==> config.mk <==
export PLATFORM = sky130hd
export DESIGN_NAME = auto_thrust_takeoff_sequencer_core
export DESIGN_NICKNAME = d
export VERILOG_FILES = /design/src/atts_pkg.sv /design/src/auto_thrust_takeoff_sequencer_core.sv
export SDC_FILE = /design/constraint.sdc
export NUM_CORES = 1
export LEC_CHECK = 0
export ABC_AREA = 1
export BUFFER_PORTS_ARGS = -buffer_cell sky130_fd_sc_hd__buf_2
export CAP_MARGIN = 30
export CORE_ASPECT_RATIO = 0.8
export CORE_MARGIN = 10
export CORE_UTILIZATION = 55
export DETAILED_ROUTE_END_ITERATION = 8
export PLACE_DENSITY = 0.73
export SLEW_MARGIN = 0
export SYNTH_ARGS = -nofsm -noshare
export SYNTH_HDL_FRONTEND = slang
export SYNTH_SLANG_ARGS = --single-unit
==> constraint.sdc <==
create_clock -name i_clk -period 12.8 [get_ports i_clk]
set_input_delay 2.56 -clock i_clk [delete_from_list [all_inputs] [get_ports i_clk]]
set_output_delay 2.56 -clock i_clk [all_outputs]
set_load 0.05 [all_outputs]
==> src/atts_pkg.sv <==
`default_nettype none

package atts_pkg;

    typedef enum logic [1:0] {
        MODE_OFF      = 2'd0,
        MODE_IDLE     = 2'd1,
        MODE_STARTUP  = 2'd2,
        MODE_AIRBORNE = 2'd3
    } t_mode;

    localparam logic [16:0] Q_MAX          = 17'd131071;
    localparam logic [16:0] Q_ONE          = 17'd65536;
    localparam logic [16:0] Q_HALF         = 17'd32768;
    // thrust * 5 < 1.0
    localparam logic [16:0] Q_FIFTH_LIM    = 17'd13108;
    localparam logic [16:0] STICK_LOW      = 17'd3277;
    localparam logic signed [15:0] HEIGHT_MAX_MM = 16'sd300;

    // dt / 5 = (dt * 52429) >> 18, exact over 16 bits
    localparam logic [15:0] DIV5_MUL       = 16'd52429;
    localparam int          DIV5_SHIFT     = 18;

    localparam logic [15:0] FORCE_SCALE_RST = 16'd1024;

    localparam int IN_TDATA_W  = 72;
    localparam int OUT_TDATA_W = 40;

    typedef enum logic {
        CFG_AUTO_ENABLE = 1'b0,
        CFG_FORCE_SCALE = 1'b1
    } t_cfg_idx;

    typedef enum logic {
        REQ_TICK         = 1'b0,
        REQ_SET_THROTTLE = 1'b1
    } t_req;

endpackage

`default_nettype wire

==> src/auto_thrust_takeoff_sequencer_core.sv <==
// A result passes the input register, state snapshot and output register to
// o_m_tdata. Throughput: one item per cycle unless i_m_tready stalls the
// output; a single registered pass updates mode/thrust/cap; force multiply is next.
// Reset (i_rst_n low, synchronous): mode off, thrust 0, cap 1.0,
// auto_enable 1, force_scale 1024, pipeline empty.
`default_nettype none

module auto_thrust_takeoff_sequencer_core (
    input  wire logic        i_clk,
    input  wire logic        i_rst_n,
    input  wire logic        i_cfg_we,
    input  wire logic        i_cfg_idx,
    input  wire logic [15:0] i_cfg_wdata,
    input  wire logic        i_s_tvalid,
    output logic             o_s_tready,
    // [16:0] throttle_value, [17] rc_valid, [34:18] stick_value, [35] new_command,
    // [36] remote_source, [37] motors_on, [38] airborne_flag,
    // [54:39] height_mm, [70:55] tick_seconds, [71] zero
    input  wire logic [atts_pkg::IN_TDATA_W-1:0] i_s_tdata,
    // [0] req_type
    input  wire logic        i_s_tuser,
    output logic             o_m_tvalid,
    input  wire logic        i_m_tready,
    // [16:0] thrust_out, [33:17] force_z, [35:34] mode_out, [36] shutdown_req,
    // [39:37] zero
    output logic [atts_pkg::OUT_TDATA_W-1:0] o_m_tdata
);
    import atts_pkg::*;

    // configuration
    logic        r_auto;
    logic [15:0] r_force_scale;

    // sequencer state
    t_mode       r_mode,  n_mode;
    logic [16:0] r_thrust, n_thrust;
    logic [16:0] r_cap,    n_cap;

    // stage 1: input register
    logic        r_s1_valid;
    logic        r_s1_req;
    logic [16:0] r_s1_tv;
    logic        r_s1_rc_valid;
    logic [16:0] r_s1_rc;
    logic        r_s1_newcmd;
    logic        r_s1_remote;
    logic        r_s1_motors;
    logic        r_s1_air;
    logic signed [15:0] r_s1_height;
    logic [13:0] r_s1_dt5;

    // stage 2: updated state snapshot
    logic        r_s2_valid;
    logic [16:0] r_s2_thrust;
    t_mode       r_s2_mode;
    logic        r_s2_shutdown;

    // output register
    logic        r_out_valid;
    logic [16:0] r_out_thrust;
    logic [16:0] r_out_force;
    t_mode       r_out_mode;
    logic        r_out_shutdown;

    logic        w_out_ready, w_s2_ready, w_s1_fire, w_in_fire;
    logic [31:0] w_dt_prod;
    logic [32:0] w_force_prod;

    logic        w_stick_low, w_shutdown, w_height_ok, w_height_pos;
    t_mode       w_mode_pre;
    logic [16:0] w_lvl_pre, w_cap_new;
    logic [13:0] w_q5, w_q10;
    logic [16:0] w_r1, w_r2, w_r3, w_ramp;

    function automatic logic [16:0] sat_add(input logic [16:0] a, input logic [13:0] b);
        logic [17:0] s;
        s = {1'b0, a} + {4'd0, b};
        return (s > {1'b0, Q_MAX}) ? Q_MAX : s[16:0];
    endfunction

    // handshake
    assign w_out_ready = !r_out_valid || i_m_tready;
    assign w_s2_ready  = !r_s2_valid || w_out_ready;
    assign w_s1_fire   = r_s1_valid && w_s2_ready;
    assign o_s_tready  = !r_s1_valid || w_s2_ready;
    assign w_in_fire   = i_s_tvalid && o_s_tready;

    assign w_dt_prod = i_s_tdata[70:55] * DIV5_MUL;

    // tick decode
    assign w_stick_low  = r_s1_rc < STICK_LOW;
    assign w_shutdown   = !r_s1_req && r_s1_rc_valid && w_stick_low;
    assign w_height_pos = r_s1_height > 16'sd0;
    assign w_height_ok  = w_height_pos && (r_s1_height < HEIGHT_MAX_MM);
    assign w_q5         = r_s1_dt5;
    assign w_q10        = {1'b0, r_s1_dt5[13:1]};

    // mode after shutdown and new command
    always_comb begin
        w_mode_pre = r_mode;
        if (w_shutdown) begin
            w_mode_pre = r_auto ? MODE_IDLE : MODE_OFF;
        end
        if (r_s1_newcmd) begin
            w_mode_pre = MODE_AIRBORNE;
        end
    end

    // next mode
    always_comb begin
        n_mode = w_mode_pre;
        if (r_s1_req == REQ_SET_THROTTLE) begin
            n_mode = (r_s1_tv == 17'd0) ? MODE_IDLE : MODE_AIRBORNE;
        end else if (r_auto) begin
            case (w_mode_pre)
                MODE_OFF: begin
                    if (!r_s1_motors && w_height_ok) n_mode = MODE_IDLE;
                end
                MODE_IDLE: begin
                    if (!r_s1_air && r_s1_motors) begin
                        n_mode = w_height_pos ? MODE_STARTUP : MODE_OFF;
                    end
                end
                MODE_STARTUP: begin
                    if (r_s1_air) n_mode = MODE_AIRBORNE;
                end
                default: n_mode = w_mode_pre;
            endcase
        end
    end

    // thrust and cap after the stick step
    always_comb begin
        w_lvl_pre = r_thrust;
        w_cap_new = r_cap;
        if (r_s1_rc_valid) begin
            if (w_stick_low && r_auto) w_lvl_pre = 17'd0;
            if (r_auto) begin
                w_cap_new = r_s1_rc;
            end else if (r_s1_remote) begin
                w_lvl_pre = r_s1_rc;
            end
        end
    end

    // takeoff ramp
    always_comb begin
        w_r1 = (w_lvl_pre < Q_FIFTH_LIM) ? sat_add(w_lvl_pre, w_q10) : w_lvl_pre;
        w_r2 = (w_r1 < Q_HALF) ? sat_add(w_r1, w_q5) : w_r1;
        w_r3 = (w_r2 < Q_ONE) ? sat_add(w_r2, w_q10) : w_r2;
        w_ramp = (w_r3 > w_cap_new) ? w_cap_new : w_r3;
    end

    // next thrust and cap
    always_comb begin
        n_thrust = r_thrust;
        n_cap    = r_cap;
        if (r_s1_req == REQ_SET_THROTTLE) begin
            n_thrust = r_s1_tv;
        end else begin
            n_cap    = w_cap_new;
            n_thrust = w_lvl_pre;
            if (r_auto) begin
                case (w_mode_pre)
                    MODE_IDLE: begin
                        if (!(!r_s1_air && r_s1_motors)) n_thrust = 17'd0;
                    end
                    MODE_STARTUP: begin
                        if (!r_s1_air) n_thrust = w_ramp;
                    end
                    MODE_AIRBORNE: begin
                        if (w_lvl_pre > w_cap_new) n_thrust = w_cap_new;
                    end
                    default: n_thrust = w_lvl_pre;
                endcase
            end
        end
    end

    assign w_force_prod = r_s2_thrust * r_force_scale;

    // configuration registers
    always_ff @(posedge i_clk) begin
        if (!i_rst_n) begin
            r_auto        <= 1'b1;
            r_force_scale <= FORCE_SCALE_RST;
        end else if (i_cfg_we) begin
            case (t_cfg_idx'(i_cfg_idx))
                CFG_AUTO_ENABLE: r_auto        <= i_cfg_wdata[0];
                CFG_FORCE_SCALE: r_force_scale <= i_cfg_wdata;
                default: ;
            endcase
        end
    end

    // control and state
    always_ff @(posedge i_clk) begin
        if (!i_rst_n) begin
            r_s1_valid  <= 1'b0;
            r_s2_valid  <= 1'b0;
            r_out_valid <= 1'b0;
            r_mode      <= MODE_OFF;
            r_thrust    <= 17'd0;
            r_cap       <= Q_ONE;
        end else begin
            if (o_s_tready) r_s1_valid <= i_s_tvalid;
            if (w_s2_ready) r_s2_valid <= r_s1_valid;
            if (w_out_ready) r_out_valid <= r_s2_valid;
            if (w_s1_fire) begin
                r_mode   <= n_mode;
                r_thrust <= n_thrust;
                r_cap    <= n_cap;
            end
        end
    end

    // payload
    always_ff @(posedge i_clk) begin
        if (w_in_fire) begin
            r_s1_req      <= i_s_tuser;
            r_s1_tv       <= i_s_tdata[16:0];
            r_s1_rc_valid <= i_s_tdata[17];
            r_s1_rc       <= i_s_tdata[34:18];
            r_s1_newcmd   <= i_s_tdata[35];
            r_s1_remote   <= i_s_tdata[36];
            r_s1_motors   <= i_s_tdata[37];
            r_s1_air      <= i_s_tdata[38];
            r_s1_height   <= i_s_tdata[54:39];
            r_s1_dt5      <= w_dt_prod[DIV5_SHIFT+13:DIV5_SHIFT];
        end
        if (w_s1_fire) begin
            r_s2_thrust   <= n_thrust;
            r_s2_mode     <= n_mode;
            r_s2_shutdown <= w_shutdown;
        end
        if (r_s2_valid && w_out_ready) begin
            r_out_thrust   <= r_s2_thrust;
            r_out_force    <= w_force_prod[32:16];
            r_out_mode     <= r_s2_mode;
            r_out_shutdown <= r_s2_shutdown;
        end
    end

    assign o_m_tvalid = r_out_valid;
    assign o_m_tdata  = {3'd0, r_out_shutdown, r_out_mode, r_out_force, r_out_thrust};

endmodule

`default_nettype wire

==> results.md, run 1 <==
Timing:
- Headroom to the max-slew limit came out at 31.3%.
- The final critical path takes up 78.0% of the cycle.
- The number of hold violations in the final report is 0.
- Adding up every negative setup slack in the final design gives 0 ns.
- The time the worst path needs with I/O delays and setup is 9.99 ns.
- For the pin with the worst max-slew slack, the measured transition is 1.03 ns.
- For this run, the top clock speed supported by timing is ~100 MHz.
- Setup repair after global routing left no endpoint under its margin.
- Between clock sinks in the finished design, the worst skew comes to 0.0160 ns.
- The count of final max-slew check failures came to 0.
- Setup violations remaining at the end of the flow were counted as 0.

Routing:
- The first detailed-routing pass took 6 iterations.
- The final routed wire length divided by cell count is approximately 18 um.
- The total met2 wirelength after detailed routing is 28500 um.
- The count of nets left with antenna violations once routing finished came out at 0.
- Summed over all layers, the routed wires come to ~65000 um.
- Across all layers, the routed design uses 20000 vias.
- The via density per instance is 5.47.
- The starting DRC count in detailed routing is 1867.
- The sum of met3 wire segment lengths after detailed routing is 5980 um.
- The highest metal layer with signal wires is met5.
- The detailed-route wire length on metal 1 is around 28000 um.
- For this run, design rule violations remaining after detail routing come to 0.

GRT:
- The wire length of the first global-routing pass is between 100000 and 150000 um.
- The initial antenna violation count is 4.
- The residual overflow from global routing is 0.
- The pin count of the biggest net entering global routing is 42.
- The via count of the first global-routing pass came to 20259.
- The total global routing track utilization is approximately 25%.

Synthesis:
- Counting flops with an async set or reset pin after synthesis yields a share of 0%.
- sky130_fd_sc_hd__fa_1 takes more of the synthesized area than any other cell.
- The count of flip-flops with a built-in enable after synthesis is 127.
- Among all flip-flop cells after synthesis, the most frequent one is sky130_fd_sc_hd__edfxtp_1.
- After synthesis, the largest family of logic cells by area is adder cells.
- In this run, synthesis produced a sequential element count of between 150 and 200.
- Of the total synthesized cell area, the portion taken by AND, OR, NAND and NOR gates is 15.9%.
- In this run the mean area of a mapped cell was between 8 and 9 sq um.
- The synthesized area is ~0.024 sq mm.
- Summing the areas of all compound-gate instances in the mapped netlist gives 9.46% of the synthesized area.
- The count of mapped cells out of synthesis is 2986.
- The share of the Yosys chip area taken by registers is between 20 and 25%.
- After Yosys synthesis, XOR and XNOR cells account for under 10% of the synthesized area.
- The number of distinct library cells after synthesis is 56.
- In the synthesized netlist, mux cells make up less than 1% of the area.
- Yosys printed 0 warnings.
- Of the total synthesized cell area, the portion taken by full adders, half adders and majority gates is 39.8%.
- Yosys attributes the largest share of cell area to sky130_fd_sc_hd__fa_1 (24%), sky130_fd_sc_hd__ha_1 (16%), sky130_fd_sc_hd__edfxtp_1 (16%), sky130_fd_sc_hd__nand2_1 (10%), sky130_fd_sc_hd__inv_1 (9.9%).
- Summed over its instances, the top area cell type makes up 23.8% of the synthesized netlist area.

Power:
- The peak supply drop is 0.148 mV.
- The share of total power dissipated in combinational logic is 71.0%.
- The total power of the final layout is 4920 uW.
- The analysis attributes to cell leakage a power of between 0.01 and 0.015 uW.
- Of the total power, the share spent switching nets is 50.9%.
- The clock network accounts for between 10% and 20% of the total power.
- The power density relative to cell area is 188 mW/mm^2.
- The part of the total power dissipated in sequential elements is 18.1%.
- The cell-internal power is 2420 uW.
- The switching power total is 2500 uW.

Clocking:
- Buffers inserted to repair hold after CTS numbered 0.
- The clock sink count is between 150 and 200.
- Once the clock tree was built, the setup fixing pass inserted 0 buffers.
- The cell sitting at the root of the clock tree is a sky130_fd_sc_hd__clkbuf_16.
- After clock tree synthesis, the repair step resized 0 gates.
- The clock tree from TritonCTS is yes.
- Clock-pin slew was measured on the worst setup and hold paths at 0.08 ns.
- The later pin in the worst-skew pair is clocked with a latency of 0.48 ns.
- The H-tree was split into 4 levels.
- The number of buffers added by the clock tree synthesis step is 17.
- The buffer levels on the longest clock path is 2.

Cells and area:
- The multi-input combinational cells in the finished layout cover a total of 0.0166 sq mm.
- The fraction of layout cells with a size suffix above 1 is 7.84%.
- After filler insertion, the fill cell instance count of the layout stands at 3845.
- The area added between synthesis and finish is 6.99%.
- The number of nets in the layout is between 3000 and 4000.
- The sequential cells in the finished layout cover a total of 0.00493 sq mm.

Floorplanning:
- The effective utilization at floorplan is 56.1%.
- The floorplan die area is 0.0533 sq mm.
- In this run the horizontal extent of the chip is 256 um.
- Pin placement for this block handled 137 I/O pins.
- The floorplan step set the die height to about 210 um.
- The area of the core region is roughly 0.044 sq mm.
- The count of standard-cell rows is 68.

Setup path:
- The highest cell delay on the worst timing path is approximately 0.91 ns.
- STA classifies the critical path startpoint as a flop.
- In this run the worst path has a maximum fanout of 32.
- The required time of the worst setup path is 13.12 ns.
- The path type of the worst setup path is flop to flop.
- Data on the critical path arrives at its endpoint at 10.31 ns.
- Among the stages of the critical path, the cell type that occurs most often is sky130_fd_sc_hd__nand2_1.
- The kind of end point of the critical path is a flop.
- The slowest stage of the critical path belongs to the cell sky130_fd_sc_hd__edfxtp_1.

Placed design:
- Input and output buffers added on the ports amount to 132.
- The routability-driven placement congestion ratio is 0.953.
- Detailed placement ended at an HPWL of 51100 um.

Flow run:
- The number of max-capacitance violations reported is 0.

Status:
- The run finished with clean final reports.

Min path:
- The worst min-delay path class is flop to flop.
-- logic make-up (layout without fill, tap and decap cells) --
| logic type | count (synthesis) | after routing |
|---|---|---|
| compound gates | 406 | 406 |
| xor+xnor | 69 | 69 |
| fa+ha+maj | 602 | 602 |
| buf+inv | 772 | 845 |
| flops | 183 | 183 |
| mux | 1 | 1 |
| other cells | 1 | 5 |
| simple gates | 952 | 952 |
-- critical path: cells and delay by family, from the launching register on --
kind,cells,cell delay (ns)
DFF,1,0.91
xor gates and xnor gates,1,0.15
adders and majority gates,3,0.90
AOI/OAI and AO/OA,10,1.84
and+or+nand+nor,28,4.58
buffers and inverters,6,1.38
-- per-layer routing --
layer  track usage (%)  up-vias
met4              7.72        4
met2              38.1      845
met3              4.83      126
met5                 0        -
li1                  -     9441
met1              34.3     9584
-- Yosys cell counts, drive strengths merged, types with 2 or more instances --
master,n
nand2,680
inv,649
ha,311
fa,291
a21oi,196
o21ai,141
nor2,130
edfxtp,127
clkbuf,100
nand3,100
dfxtp,56
xor2,43
xnor2,26
buf,16
nand4,14
nor3,13
a211oi,11
a21o,11
a31oi,9
nor4,9
o21bai,8
clkinv,7
o211ai,7
o21a,4
a221oi,3
o2111ai,3
o31ai,3
or2,3
a22oi,2
and2,2
o221ai,2
o311ai,2
-- cell type report --
class | instances | area share, %
Multi-Input combinational cell | 2033 | 63.4
Sequential cell | 183 | 18.9
Inverter | 656 | 9.42
Timing Repair Buffer | 157 | 3.24
Tap cell | 595 | 2.85
Clock buffer | 20 | 1.75
Clock inverter | 12 | 0.488
Antenna cell | 2 | 0.0191
-- registers in the layout, summed over array words and instances (netlist names), 2 cells and up --
signal / cells
r_mode: 2
r_out_mode: 2
r_s2_thrust: 17
r_s1_rc: 17
r_force_scale: 16
r_s2_mode: 2
r_s1_height: 16
r_s1_dt5: 14
r_out_thrust: 17
r_out_force: 17
r_thrust: 17
r_s1_tv: 17
r_cap: 17
-- power groups by stage --
stage / registers (uW) / clock network (uW) / logic (uW)
after floorplan: 897 / 0 / 2610
after global placement: 895 / 0 / 3310
after detailed placement: 899 / 0 / 3430
after CTS: 886 / 549 / 3470
after global routing: 896 / 572 / 3990
final: 889 / 540 / 3490
-- final timing paths --
kind | to | slack (ns) | depth (start not counted) | startpoint
max reg2reg | r_s2_thrust[15]$_DFFE_PP_ | 2.81 | 48 | r_s1_rc_valid$_DFFE_PP_
min reg2reg | r_out_shutdown$_DFFE_PP_ | 0.42 | 0 | r_s2_shutdown$_DFFE_PP_
min | r_out_shutdown$_DFFE_PP_ | 0.42 | 0 | r_s2_shutdown$_DFFE_PP_
max | r_s2_thrust[15]$_DFFE_PP_ | 2.81 | 48 | r_s1_rc_valid$_DFFE_PP_
-- layout by cell type (no fill, tap or decap), types with 11 or more instances in the layout --
cell,n
sky130_fd_sc_hd__nand2_1,661
sky130_fd_sc_hd__inv_1,642
sky130_fd_sc_hd__ha_1,311
sky130_fd_sc_hd__fa_1,291
sky130_fd_sc_hd__a21oi_1,183
sky130_fd_sc_hd__buf_2,132
sky130_fd_sc_hd__nor2_1,129
sky130_fd_sc_hd__o21ai_0,127
sky130_fd_sc_hd__edfxtp_1,127
sky130_fd_sc_hd__nand3_1,98
sky130_fd_sc_hd__dfxtp_1,56
sky130_fd_sc_hd__xor2_1,43
sky130_fd_sc_hd__xnor2_1,26
sky130_fd_sc_hd__buf_4,25
sky130_fd_sc_hd__clkbuf_16,18
sky130_fd_sc_hd__nand2_2,15
sky130_fd_sc_hd__nand4_1,14
sky130_fd_sc_hd__o21ai_1,12
sky130_fd_sc_hd__nor3_1,12
sky130_fd_sc_hd__a21o_1,11
sky130_fd_sc_hd__a211oi_1,11
-- per-stage QoR --
step	cells	hold slack [ns]	util (%)	setup WS, ns	instance area [sq um]
floorplan	2988	0.400	-	5.54	24400
global placement	3624	0.413	58.7	3.14	25600
detailed placement	3624	0.408	58.7	3.12	25600
CTS	3656	0.424	60.0	3.06	26100
global route	3657	0.438	60.0	1.93	26100
finish	3658	0.423	60.0	2.81	26100
Note: power is estimated with default switching activity, not from simulation.
==> inputs of run 2 (changes only) <==
clock period = 9.3 ns   (was 12.8 ns; I/O delays follow)
==> run 2 against run 1 <==
Clock-buffer cell count shrank 3. Cell area grew 0.42%. Die area is the same. Core utilization grew 0.25 points.
==> results.md, run 2 (synthesized netlist as in run 1, its figures left out) <==
Placed design:
- The routability-driven placement congestion ratio came to 0.935 (was 0.953).
- The number of buffer cells added on primary ports is 132 (unchanged).
- The final HPWL from detailed placement is 52300 um (was 51100 um).
- The placed standard-cell area is 0.0256 sq mm (about the same).

Cells and area:
- The count of filler cells inserted in the layout is 3842 (was 3845).
- The most frequent standard cell in the layout excluding fill and tap cells is sky130_fd_sc_hd__nand2_1 (unchanged).
- The number of nets in the layout is 3754 (was 3745).
- The final cell utilization of the core is 60.3% (was 60.0%).
- The fraction of layout cells with a size suffix above 1 is 8.18% (was 7.84%).
- Leading cell types in the layout, fill and taps excluded: sky130_fd_sc_hd__nand2_1 (661), sky130_fd_sc_hd__inv_1 (642), sky130_fd_sc_hd__ha_1 (311) (unchanged).
- The final design instance area without fill is 0.0263 sq mm (was 0.0261 sq mm).
- The area added between synthesis and finish is 7.44% (was 6.99%).

Setup path:
- The source of the worst register-to-register timing path is r_auto$_SDFFE_PN1P_ (was r_s1_rc_valid$_DFFE_PP_).
- The required time of the worst setup path is 9.72 ns (was 13.12 ns).
- The data arrival time of the critical path is 8.51 ns (was 10.31 ns).
- The reg-to-reg setup timing slack is 1.21 ns (was 2.81 ns).
- The end of the worst register-to-register path is r_thrust[0]$_SDFFE_PN0P_ (was r_s2_thrust[15]$_DFFE_PP_).
- The maximum fanout along the worst path is 23 (was 32).
- The master of the slowest instance on the critical path is sky130_fd_sc_hd__dfxtp_1 (was sky130_fd_sc_hd__edfxtp_1).
- The path type of the worst setup path is flop to flop (unchanged).
- The type of element launching the critical path was a flop (unchanged).
- The worst reg2reg path depth is 51 (was 48).
- The cell repeated most along the worst path is sky130_fd_sc_hd__nand2_1 (unchanged).
- The kind of end point of the critical path is a flop (unchanged).
- The highest cell delay on the worst timing path is 0.48 ns (was 0.91 ns).

Power:
- The total power of the final layout is 6860 uW (was 4920 uW).
- The peak supply drop is 0.259 mV (was 0.148 mV).
- The leakage power of the design is 0.0139 uW (was 0.0138 uW).
- The switching power total is 3500 uW (was 2500 uW).
- The cell-internal power is 3360 uW (was 2420 uW).
- The power density relative to cell area is 261 mW/mm^2 (was 188 mW/mm^2).
- The portion of total power attributed to the clock network came to 11.4% (was 11.0%).
- The power share of the combinational group is 70.8% (was 71.0%).
- The part of the total power dissipated in sequential elements is 17.8% (was 18.1%).
- The switching share of total power is 51.0% (was 50.9%).

Floorplanning:
- The die extent in x is 256 um (unchanged).
- The floorplan die area is 0.0533 sq mm (unchanged).
- The effective utilization at floorplan is 56.1% (unchanged).
- The area of the core region is 0.0436 sq mm (unchanged).
- The floorplan die height is 209 um (unchanged).
- The number of primary I/O pins is 137 (unchanged).
- The count of standard-cell rows is 68 (unchanged).

Routing:
- The total met2 wirelength after detailed routing was 30200 um (was 28500 um).
- The starting DRC count in detailed routing was 1963 (was 1867).
- The length of the first detailed-routing pass in iterations is 6 (unchanged).
- The total number of vias came to 20275 (was 20000).
- The via density per instance is 5.53 (was 5.47).
- The highest metal layer with signal wires is met5 (unchanged).
- The detailed-route wire length on metal 1 is 29000 um (was 28500 um).
- The DRC violation count after routing came to 0 (unchanged).
- The final routed wire length divided by cell count is 18.3 um (was 17.7 um).
- The sum of met3 wire segment lengths after detailed routing came to 6020 um (was 5980 um).
- The routed wire length is 67200 um (was 64600 um).
- The antenna violation net count after detailed routing is 0 (unchanged).

Min path:
- The worst min-delay path startpoint is r_s2_mode[1]$_DFFE_PP_ (was r_s2_shutdown$_DFFE_PP_).
- The end point of the worst hold path is r_out_mode[1]$_DFFE_PP_ (was r_out_shutdown$_DFFE_PP_).
- The number of cells on the worst hold path is 0 (unchanged).
- The worst min-delay path class is flop to flop (unchanged).

Status:
- Outcome: complete, no violations (unchanged).

Timing:
- The relative max-transition margin is 29.5% (was 31.3%).
- The setup-violating endpoint count in the final report is 0 (unchanged).
- The highest clock rate was 124 MHz (was 100 MHz).
- The count of final max-slew check failures is 0 (unchanged).
- The share of the clock period used by the worst path was 87.0% (was 78.0%).
- RSZ-0062 raised after global routing: no (unchanged).
- The time the worst path needs with I/O delays and setup is 8.09 ns (was 9.99 ns).
- The number of hold violations in the final report is 0 (unchanged).
- The slew of the pin with the lowest slew margin was 1.06 ns (was 1.03 ns).
- The worst clock skew is 0.0147 ns (was 0.0160 ns).
- The final setup TNS was 0 ns (unchanged).

Clocking:
- The clock tree from TritonCTS is yes (unchanged).
- The count of instances resized after the clock tree is built is 0 (unchanged).
- The number of buffers inserted for hold repair after clock tree synthesis is 0 (unchanged).
- The buffer cell driving the clock tree root is sky130_fd_sc_hd__clkbuf_16 (unchanged).
- The clock network latency to the later pin of the worst-skew pair is 0.47 ns (was 0.48 ns).
- The maximum level of the CTS H-tree is 4 (unchanged).
- The clock sink count is 183 (unchanged).
- The number of buffers added by the clock tree synthesis step came to 17 (unchanged).
- The clock-pin slew on the worst setup and hold paths came to 0.08 ns (about the same).
- The buffer levels on the longest clock path is 2 (unchanged).
- The number of buffers added for setup after CTS was 0 (unchanged).

Flow run:
- The number of max-capacitance violations reported is 0 (unchanged).

GRT:
- The residual overflow from global routing is 0 (unchanged).
- The pin count of the biggest net entering global routing is 49 (was 42).
- The via count of the first global-routing pass is 20946 (was 20259).
- The initial antenna violation count came to 4 (unchanged).
- The wire length of the first global-routing pass is 109000 um (was 106000 um).
- The total global routing track utilization is 25.4% (was 24.6%).
-- run 2: cell type report --
type | count | area, sq um | share of cell area [%]
multi-input combinational | 2033 | 16600 | 63.1
sequential | 183 | 4930 | 18.8
inverter | 656 | 2460 | 9.38
timing repair buffer | 166 | 916 | 3.49
tap | 595 | 744 | 2.84
clock buffer | 17 | 425 | 1.62
clock inverter | 15 | 203 | 0.772
antenna | 2 | 5.00 | 0.0191
-- run 2: worst max-delay path, delay by kind of cell (launching register included) --
family / cells / cell delay, ns
buffers and inverters: 10 / 1.18
XOR/XNOR: 1 / 0.28
AND/OR/NAND/NOR: 26 / 2.76
adder cells (fa/ha/maj): 4 / 1.25
flip-flops: 1 / 0.48
AO/OA/AOI/OAI: 10 / 2.04
-- run 2: worst max path at each step --
| stage | start | to | slack [ns] | cells after the start |
|---|---|---|---|---|
| after floorplan | r_s1_rc[2]$_DFFE_PP_ | r_s2_thrust[2]$_DFFE_PP_ | 2.66 | 49 |
| after global placement | r_auto$_SDFFE_PN1P_ | r_thrust[0]$_SDFFE_PN0P_ | 1.57 | 50 |
| after detailed placement | r_auto$_SDFFE_PN1P_ | r_thrust[0]$_SDFFE_PN0P_ | 1.45 | 54 |
| after CTS | r_auto$_SDFFE_PN1P_ | r_thrust[0]$_SDFFE_PN0P_ | 1.39 | 53 |
| after global routing | r_auto$_SDFFE_PN1P_ | r_thrust[1]$_SDFFE_PN0P_ | 0.29 | 55 |
| final | r_auto$_SDFFE_PN1P_ | r_thrust[0]$_SDFFE_PN0P_ | 1.21 | 51 |
-- run 2: power groups by stage --
stage	Sequential (uW)	Combinational [uW]	Clock (uW)
after floorplan	1230	3590	0
after detailed placement	1240	4770	0
final	1220	4860	780
after global routing	1230	5510	819
after CTS	1220	4820	791
after global placement	1230	4580	0
-- run 2: layer usage --
layer  vias up  GRT usage [%]
li1       9463              -
met1      9833           33.9
met2       833           40.2
met3       142           5.48
met4         4           9.07
met5         -              0
-- run 2: through the flow --
step	instances	setup slack (ns)	hold WS (ns)
final	3667	1.21	0.428
after global routing	3665	0.285	0.429
after CTS	3665	1.39	0.427
after detailed placement	3633	1.45	0.408
after global placement	3633	1.57	0.412
after floorplan	2988	2.66	0.400
